### src/idafs_pkg.sv
// Shared types and constants for the identifier allocator with free stack.
// Used by idafs_stack and id_allocator_free_stack_top; no dependencies.
package idafs_pkg;

  localparam int ID_WIDTH   = 16;
  localparam int FREE_DEPTH = 256;
  localparam int PTR_W      = $clog2(FREE_DEPTH);
  localparam int CNT_W      = $clog2(FREE_DEPTH + 1);

  localparam logic OP_ALLOC   = 1'b0;
  localparam logic OP_RELEASE = 1'b1;

  localparam logic [1:0] STAT_OK        = 2'd0;
  localparam logic [1:0] STAT_EXHAUSTED = 2'd1;
  localparam logic [1:0] STAT_FULL      = 2'd2;
  localparam logic [1:0] STAT_ZERO      = 2'd3;

  typedef logic [ID_WIDTH-1:0] id_t;
  typedef logic [CNT_W-1:0]    cnt_t;

  // Commit command from the controller to the free stack.
  typedef struct packed {
    logic push;
    logic pop;
    id_t  wdata;
  } stk_cmd_t;

endpackage

### src/idafs_stack.sv
// LIFO free stack: one synchronous memory plus the fill count.
// Depends on idafs_pkg for widths and the commit command type.
module idafs_stack (
  input  logic               clk,
  input  logic               rst_n,
  input  logic               rd_en,
  input  idafs_pkg::stk_cmd_t cmd,
  output idafs_pkg::id_t     rdata,
  output idafs_pkg::cnt_t    count
);

  idafs_pkg::id_t  mem [idafs_pkg::FREE_DEPTH];
  idafs_pkg::id_t  rdata_r;
  idafs_pkg::cnt_t count_r;
  idafs_pkg::cnt_t count_nxt;
  idafs_pkg::cnt_t top_idx;

  // Top-of-stack index; wraps when empty, the read data is unused then.
  assign top_idx = count_r - idafs_pkg::cnt_t'(1);

  always_comb begin
    count_nxt = count_r;
    if (cmd.push) begin
      count_nxt = count_r + idafs_pkg::cnt_t'(1);
    end else if (cmd.pop) begin
      count_nxt = top_idx;
    end
  end

  always_ff @(posedge clk) begin
    if (rd_en) begin
      rdata_r <= mem[top_idx[idafs_pkg::PTR_W-1:0]];
    end
    if (cmd.push) begin
      mem[count_r[idafs_pkg::PTR_W-1:0]] <= cmd.wdata;
    end
  end

  always_ff @(posedge clk) begin
    if (!rst_n) begin
      count_r <= '0;
    end else begin
      count_r <= count_nxt;
    end
  end

  assign rdata = rdata_r;
  assign count = count_r;

endmodule

### src/id_allocator_free_stack_top.sv
// Top level of the identifier allocator: command handshake, high-water counter, results.
// Depends on idafs_pkg and idafs_stack.
//
// A request is taken when start is high and busy is low. In the cycle of acceptance the
// top of the free stack memory is read; its registered read data is ready in the next
// cycle, where the pop or push and the counter update commit. The result is registered
// in the commit cycle and appears on the out_ ports for exactly one cycle with out_valid
// high; it must be captured then, since the block cannot be held off. busy is high for
// the one cycle in between, so a new request can be accepted as soon as busy drops, in
// the same cycle as the previous result is shown.
module id_allocator_free_stack_top (
  input  logic                    clk,
  input  logic                    rst_n,
  input  logic                    start,
  output logic                    busy,
  input  logic                    in_op,
  input  logic [15:0]             in_release_id,
  output logic                    out_valid,
  output logic [15:0]             out_granted_id,
  output logic [15:0]             out_high_water,
  output logic [1:0]              out_status
);

  localparam logic ST_IDLE = 1'b0;
  localparam logic ST_EXEC = 1'b1;

  logic                state_r;
  logic                state_nxt;
  logic                accept;
  logic                op_r;
  idafs_pkg::id_t      id_r;
  idafs_pkg::id_t      issued_max_r;
  idafs_pkg::id_t      issued_max_nxt;
  idafs_pkg::id_t      granted;
  logic [1:0]          status;
  idafs_pkg::stk_cmd_t cmd;
  idafs_pkg::id_t      top_data;
  idafs_pkg::cnt_t     count;
  logic                stack_empty;
  logic                stack_full;
  logic                out_valid_r;
  idafs_pkg::id_t      out_granted_r;
  idafs_pkg::id_t      out_high_water_r;
  logic [1:0]          out_status_r;

  assign busy   = (state_r == ST_EXEC);
  assign accept = start && !busy;

  idafs_stack u_stack (
    .clk   (clk),
    .rst_n (rst_n),
    .rd_en (accept),
    .cmd   (cmd),
    .rdata (top_data),
    .count (count)
  );

  assign stack_empty = (count == '0);
  assign stack_full  = (count == idafs_pkg::cnt_t'(idafs_pkg::FREE_DEPTH));

  always_comb begin
    state_nxt = state_r;
    unique case (state_r)
      ST_IDLE: if (accept) state_nxt = ST_EXEC;
      ST_EXEC: state_nxt = ST_IDLE;
      default: state_nxt = ST_IDLE;
    endcase
  end

  // Decide the transaction in the commit cycle.
  always_comb begin
    cmd.push       = 1'b0;
    cmd.pop        = 1'b0;
    cmd.wdata      = id_r;
    issued_max_nxt = issued_max_r;
    granted        = '0;
    status         = idafs_pkg::STAT_OK;
    if (state_r == ST_EXEC) begin
      if (op_r == idafs_pkg::OP_ALLOC) begin
        if (!stack_empty) begin
          cmd.pop = 1'b1;
          granted = top_data;
        end else if (issued_max_r == '1) begin
          status = idafs_pkg::STAT_EXHAUSTED;
        end else begin
          issued_max_nxt = issued_max_r + idafs_pkg::id_t'(1);
          granted        = issued_max_nxt;
        end
      end else begin
        if (id_r == '0) begin
          status = idafs_pkg::STAT_ZERO;
        end else if (stack_full) begin
          status = idafs_pkg::STAT_FULL;
        end else begin
          cmd.push = 1'b1;
        end
      end
    end
  end

  always_ff @(posedge clk) begin
    if (!rst_n) begin
      state_r      <= ST_IDLE;
      issued_max_r <= '0;
      out_valid_r  <= 1'b0;
    end else begin
      state_r      <= state_nxt;
      issued_max_r <= issued_max_nxt;
      out_valid_r  <= (state_r == ST_EXEC);
    end
  end

  // Payload registers: hold the request, capture the result.
  always_ff @(posedge clk) begin
    if (accept) begin
      op_r <= in_op;
      id_r <= in_release_id;
    end
    if (state_r == ST_EXEC) begin
      out_granted_r    <= granted;
      out_high_water_r <= issued_max_nxt;
      out_status_r     <= status;
    end
  end

  assign out_valid      = out_valid_r;
  assign out_granted_id = out_granted_r;
  assign out_high_water = out_high_water_r;
  assign out_status     = out_status_r;

`ifndef SYNTH
  a_busy_one_cycle: assert property (@(posedge clk) disable iff (!rst_n)
    busy |=> !busy)
    else $error("busy held for more than one cycle");

  a_result_after_exec: assert property (@(posedge clk) disable iff (!rst_n)
    accept |=> ##1 out_valid)
    else $error("accepted transaction produced no result");

  a_fail_grants_zero: assert property (@(posedge clk) disable iff (!rst_n)
    (out_valid && out_status != idafs_pkg::STAT_OK) |-> (out_granted_id == '0))
    else $error("identifier granted on a refused transaction");

  a_count_bound: assert property (@(posedge clk) disable iff (!rst_n)
    count <= idafs_pkg::cnt_t'(idafs_pkg::FREE_DEPTH))
    else $error("free stack count beyond depth");
`endif

endmodule

### config.mk
export PLATFORM = sky130hd
export DESIGN_NAME = id_allocator_free_stack_top
export DESIGN_NICKNAME = d
export VERILOG_FILES = /design/src/idafs_pkg.sv /design/src/idafs_stack.sv /design/src/id_allocator_free_stack_top.sv
export SDC_FILE = /design/constraint.sdc
export NUM_CORES = 2
export LEC_CHECK = 0
export BUFFER_PORTS_ARGS = -buffer_cell sky130_fd_sc_hd__buf_2
export CAP_MARGIN = 10
export CORE_ASPECT_RATIO = 0.7
export CORE_MARGIN = 3
export CORE_UTILIZATION = 50
export CTS_CLUSTER_DIAMETER = 40
export DETAILED_ROUTE_END_ITERATION = 8
export PLACE_DENSITY = 0.68
export SYNTH_ARGS = -nofsm -noshare
export SYNTH_HDL_FRONTEND = slang
export SYNTH_SLANG_ARGS = --single-unit
export TNS_END_PERCENT = 5
### constraint.sdc
create_clock -name clk -period 8.7 [get_ports clk]
set_clock_uncertainty 0.05 [all_clocks]
set_input_delay 0.435 -clock clk [delete_from_list [all_inputs] [get_ports clk]]
set_output_delay 0.435 -clock clk [all_outputs]
set_load 0.03 [all_outputs]
# After elaboration in Yosys (flattened, before gate mapping)
# Memories as Yosys holds them, arrays and structs flattened. A register that Yosys moved wholly into a read port is not among the register bits.
# Index checks and enable logic that the tools add are counted.
[word_totals]
elab_cells = 44
mem_count = 1
mem_bits_rw = 4096
out_inout_bits = 36
ff_bits = 78
[memory_table]
columns = ["memory", "depth", "width", "read_ports", "rd_clocked_by_memory_dff", "write_ports", "line", "source"]
rows = [
  ["u_stack.mem", 256, 16, 1, 1, 1, "idafs_stack.sv:12", "idafs_pkg::id_t mem [idafs_pkg::FREE_DEPTH];"],
]
[classes]
reduce_logical = 5
n_eq_ne = 2
n_bitwise = 1
n_mux = 23
add_sub_neg = 3
[op_table]
columns = ["op", "count"]
rows = [
  ["16-bit 2-to-1 mux", 6],
  ["9-bit 2-to-1 mux", 2],
  ["16-bit by 1-bit adder with 16-bit output (second input constant)", 1],
  ["16-bit equality test (second input constant)", 1],
  ["16-bit zero test", 1],
  ["1-bit 2-to-1 mux", 10],
  ["9-bit by 1-bit adder with 9-bit output (second input constant)", 1],
  ["9-bit equality test (second input constant)", 1],
  ["9-bit zero test", 1],
  ["9-bit by 1-bit subtractor with 9-bit output (second input constant)", 1],
  ["2-bit 2-to-1 mux", 4],
  ["1-bit one-hot mux with 2 select lines", 1],
  ["2-bit nonzero test", 1],
  ["1-bit logical AND", 1],
  ["1-bit zero test", 1],
  ["1-bit NOT", 1],
]

# Depth between registers and ports, before layout
[depth]
ltp_word = 7
depth_mapped = 17
ltp_nobuf = 9

# Cells and area by module
# Synthesis repeated with hierarchy kept, for this count alone.
[unflattened]
cells_unflattened = 7063
area_unflattened_um2 = 159147.6
[by_module_without_submodules]
columns = ["module", "cells_per_inst", "area_per_inst_um2", "instances"]
rows = [
  ["idafs_stack", 6821, 156123.5, 1],
  ["id_allocator_free_stack_top", 242, 3024.2, 1],
]

# Worst setup path before layout
# OpenSTA, ideal clock, no wires.
[synth_path]
path_kind = "register -> register"
from = "reg id_r[2]"
to = "mem u_stack.mem[115][0] (netlist bit), enable pin"
setup_ns = 0.389
stages_incl_launch_ff = 8
arrival_ns = 5.768
path_slack_ns = 2.494
required_time_ns = 8.261
path_cell_list = "edfxtp_1 -> nor4_1 -> and4_1 -> nor3_1 -> clkbuf_1 -> nand3_1 -> clkbuf_1 -> nor2_1"
[synth_via]
elab_chain_len = 6
[synth_lines]
columns = ["element", "line", "source"]
rows = [
  ["start: declaration", "id_allocator_free_stack_top.sv:31", "idafs_pkg::id_t id_r;"],
  ["start signal: assignment", "id_allocator_free_stack_top.sv:117", "id_r <= in_release_id;"],
  ["16-bit zero test", "id_allocator_free_stack_top.sv:90", "if (id_r == '0) begin"],
  ["1-bit 2-to-1 mux", "id_allocator_free_stack_top.sv:90", ""],
  ["1-bit 2-to-1 mux", "id_allocator_free_stack_top.sv:79", "if (op_r == idafs_pkg::OP_ALLOC) begin"],
  ["2-bit 2-to-1 mux", "id_allocator_free_stack_top.sv:78", "if (state_r == ST_EXEC) begin"],
  ["1-bit 2-to-1 mux", "idafs_stack.sv:34", "if (cmd.push) begin"],
  ["1-bit 2-to-1 mux (not written as such)", "idafs_stack.sv:35", "mem[count_r[idafs_pkg::PTR_W-1:0]] <= cmd.wdata;"],
  ["end: declaration", "idafs_stack.sv:12", ""],
]
# No other way between the ends.

# Worst setup path in the final report
[layout_path]
from = "reg u_stack.count_r[0], in the netlist u_stack.count[0]"
to = "reg u_stack.rdata_r[12], in the netlist u_stack.rdata[12], read port of u_stack.mem, data pin"
[layout_via]
elab_chain_len = 1
[layout_lines]
columns = ["element", "line", "source"]
rows = [
  ["start: declaration", "idafs_stack.sv:14", "idafs_pkg::cnt_t count_r;"],
  ["start signal: assignment", "idafs_stack.sv:43", "count_r <= count_nxt;"],
  ["9-bit by 1-bit subtractor with 9-bit output", "idafs_stack.sv:19", "assign top_idx = count_r - idafs_pkg::cnt_t'(1);"],
  ["end: declaration", "idafs_stack.sv:13", "idafs_pkg::id_t rdata_r;"],
]
# No other way between the ends.
# A chain may end at the register's enable or synchronous reset.

==> flow_metrics.py <==
metrics = {
    "outcome": {
        "status": "finished with violations",
        "violations": "design-rule violations",
    },
    "floorplanning": {
        "fp.dieArea_um2": 324000,
        "ios": 56,
        "core_um2": 315000,
        "die_w_um": 679,
        "rows": 172,
        "start_util_pct": 50.4,
        "dieHeight_um": 477,
    },
    "clocking": {
        "post_cts_buffers": 0,
        "path_clk_slew_ns": 0.06,
        "cts_tree": "built",
        "cts_resized": 0,
        "ctsRootBufferMaster": "clkbuf_16",
        "cts_buffer_depth": 4,
        "clk_latency_ns": 0.96,
        "hold_buffers": 18,
        "htree_levels": 5,
        "numClockSinks": 4190,
        "numCtsBuffers": 427,
    },
    "layout": {
        "fillers": 22200,
        "multi_input_area_um2": 31600,
        "nets": 7524,
        "fin_util_pct": 57.3,
        "ff_latch_area_um2": 126000,
        "drive_above_1_share_pct": 28.0,
        "layout_commonest_cell": "edfxtp_1",
        "fin_area_um2": 180000,
        "layout_common_cells": "4,163 x edfxtp_1, 1,024 x mux4_2, 434 x clkbuf_16",
        "final_cells": 12000,
        "syn2layout_area_growth_pct": 13.6,
    },
    "synth": {
        "yosysWarnings": 0,
        "synthArstFlopShare_pct": 0,
        "syn-num-nets": 7059,
        "avgSynthCellArea_um2": 22.6,
        "ys_seq_area_share_pct": 79.1,
        "dominantRegCellSynth": "edfxtp_1",
        "ys_ff_latch": 4190,
        "syn_inst": 7033,
        "synth_edf_count": 4163,
        "synth.cell_area_um2": 159000,
        "synth_cell_type_count": 57,
    },
    "setup_path": {
        "worst-setup-path-type": "register to register",
        "worst_r2r_path_depth": 9,
        "r2r_slack_ns": 2.77,
        "required_ns": 9.32,
        "endpoint_kind": "register",
        "r2r_start": "u_stack.count[0]",
        "reg2reg_to": "u_stack.rdata[12]",
        "startpoint_type": "register",
        "worst_ep_arrival_time_ns": 6.55,
        "cp_max_fo": 134,
    },
    "place": {
        "dp_hpwl_mm": 239,
        "place_congestion": 0.856,
        "port_buffers": 55,
        "dp.cells": 11200,
        "post_dp_cell_area_um2": 166000,
    },
    "route": {
        "dr.pass1.iters": 9,
        "drc": 3,
        "drt_iter0_markers": 13800,
        "via_count": 80200,
        "routed_wl_mm": 421,
        "final_antenna_net_count": 0,
        "post_drt_wl_per_cell_um": 34.9,
        "viasPerCell": 6.66,
    },
    "sta": {
        "min_period_ns": 5.93,
        "worstMarginPinSlew_ns": 1.35,
        "tns_ns": 0,
        "clock.fmax_ghz": 0.169,
        "fin_crit_sh_pct": 68.1,
        "max-slew-margin-rel_pct": 9.77,
        "drv_slew": 0,
        "hold_viol": 0,
        "finalSetupViolations": 0,
        "rsz0062_at_grt": "false",
    },
    "pwr": {
        "ir_worst_vdd_v": 0.000237,
        "p_leak_nw": 54.9,
        "p_per_area_nw_per_um2": 266,
    },
    "global_route": {
        "grt_pass1_wl_mm": 596,
        "grt_max_degree": 210,
        "grt_use_met3_pct": 8.61,
        "top_usage_layer": "met1",
        "use_met2_pct": 35.6,
        "antenna_found_initial": 12,
        "grt_use_met1_pct": 39.5,
        "grt_usage_pct": 25.8,
        "grt_pass1_vias": 77400,
        "overflow": 0,
    },
    "hold_path": {
        "hp-start": "in_release_id[8]",
        "hold_path_class": "input port to register",
        "min_path_cells": 2,
        "min_delay_worst_endpoint": "id_r[8]",
    },
    "run": {
        "drv_cap": 0,
    },
}
## sequential cells by signal, indices dropped and copies added, names as in the netlist
register / count
id_r: 16
u_stack.count: 9
out_granted_id: 16
out_valid: 1
u_stack.rdata: 16
op_r: 1
busy: 1
u_stack.mem: 4096
issued_max_r: 16
out_status: 2
out_high_water: 16
## stage by stage
step                power, mW  setup WS [ns]  hold WS [ns]
finish                   48.0           2.77         0.192
global route             49.3           2.62         0.147
CTS                      48.1           2.95         0.106
detailed placement       29.9           2.96         0.503
global placement         29.9           2.98         0.486
floorplan                26.8           2.49         0.437
## power by group
part / leakage [nW] / switching (mW) / internal (mW)
clock network: 6.82 / 7.85 / 10.5
registers: 37.7 / 0.118 / 22.3
logic: 10.4 / 4.92 / 2.27
## metal layers
metal,wire length [um],up-vias
li1,-,31200
met1,165000,42600
met2,182000,5732
met3,62100,655
met4,11700,6
met5,41,-
## worst max-delay path, cell delays in order, from the launching register on
cell	delay, ns
dfxtp_4	0.89
inv_1	0.26
ha_4	0.84
buf_12	0.57
mux4_2	0.45
a222oi_1	0.50
a21oi_1	0.28
a22oi_1	1.05
buf_4	0.26
nand4_1	0.10
## cells by family (layout without fill, tap and decap cells)
| family | Yosys count | after routing | share of synthesized area (%) |
|---|---|---|---|
| other | 0 | 10 | 0 |
| and+or+nand+nor | 594 | 594 | 1.59 |
| DFF | 4190 | 4190 | 79.1 |
| buffers and inverters | 441 | 1256 | 1.09 |
| xor gates and xnor gates | 34 | 34 | 0.204 |
| muxes | 1026 | 1026 | 14.6 |
| AOI/OAI and AO/OA | 742 | 742 | 3.37 |
| adders and majority gates | 6 | 6 | 0.0473 |
## final cells by class
type                    count  share of cell area [%]
diodes                     10                  0.0139
clock buffers             494                    6.14
clock inverters           285                    1.67
inverters                  10                  0.0208
multi-input cells        2402                    17.5
flip-flops and latches   4190                    69.7
well taps                4176                    2.90
repair buffers            467                    2.10
## worst max-delay path by stage
stage | startpoint | to | slack [ns] | cells after the start
after floorplan | id_r[2] | u_stack.mem[115][0] | 2.49 | 7
after global placement | u_stack.count[0] | u_stack.rdata[9] | 2.98 | 8
after detailed placement | u_stack.count[0] | u_stack.rdata[3] | 2.96 | 8
after CTS | u_stack.count[0] | u_stack.rdata[14] | 2.95 | 8
after global routing | u_stack.count[0] | u_stack.rdata[14] | 2.62 | 8
final | u_stack.count[0] | u_stack.rdata[12] | 2.77 | 9
## cell usage after synthesis, types with 20 or more instances
cell type | instances | area, um2
a21oi_1 | 361 | 1810
a222oi_1 | 256 | 2560
a22oi_1 | 48 | 360
and2_1 | 26 | 163
buf_1 | 84 | 315
buf_2 | 46 | 230
clkbuf_1 | 299 | 1120
dfxtp_1 | 27 | 541
edfxtp_1 | 4163 | 125000
mux4_2 | 1024 | 23100
nand2_1 | 199 | 747
nand3_1 | 24 | 120
nand4_1 | 20 | 125
nor2_1 | 281 | 1050
xnor2_1 | 22 | 193
No activity file was read; power rests on OpenSTA's default activity.
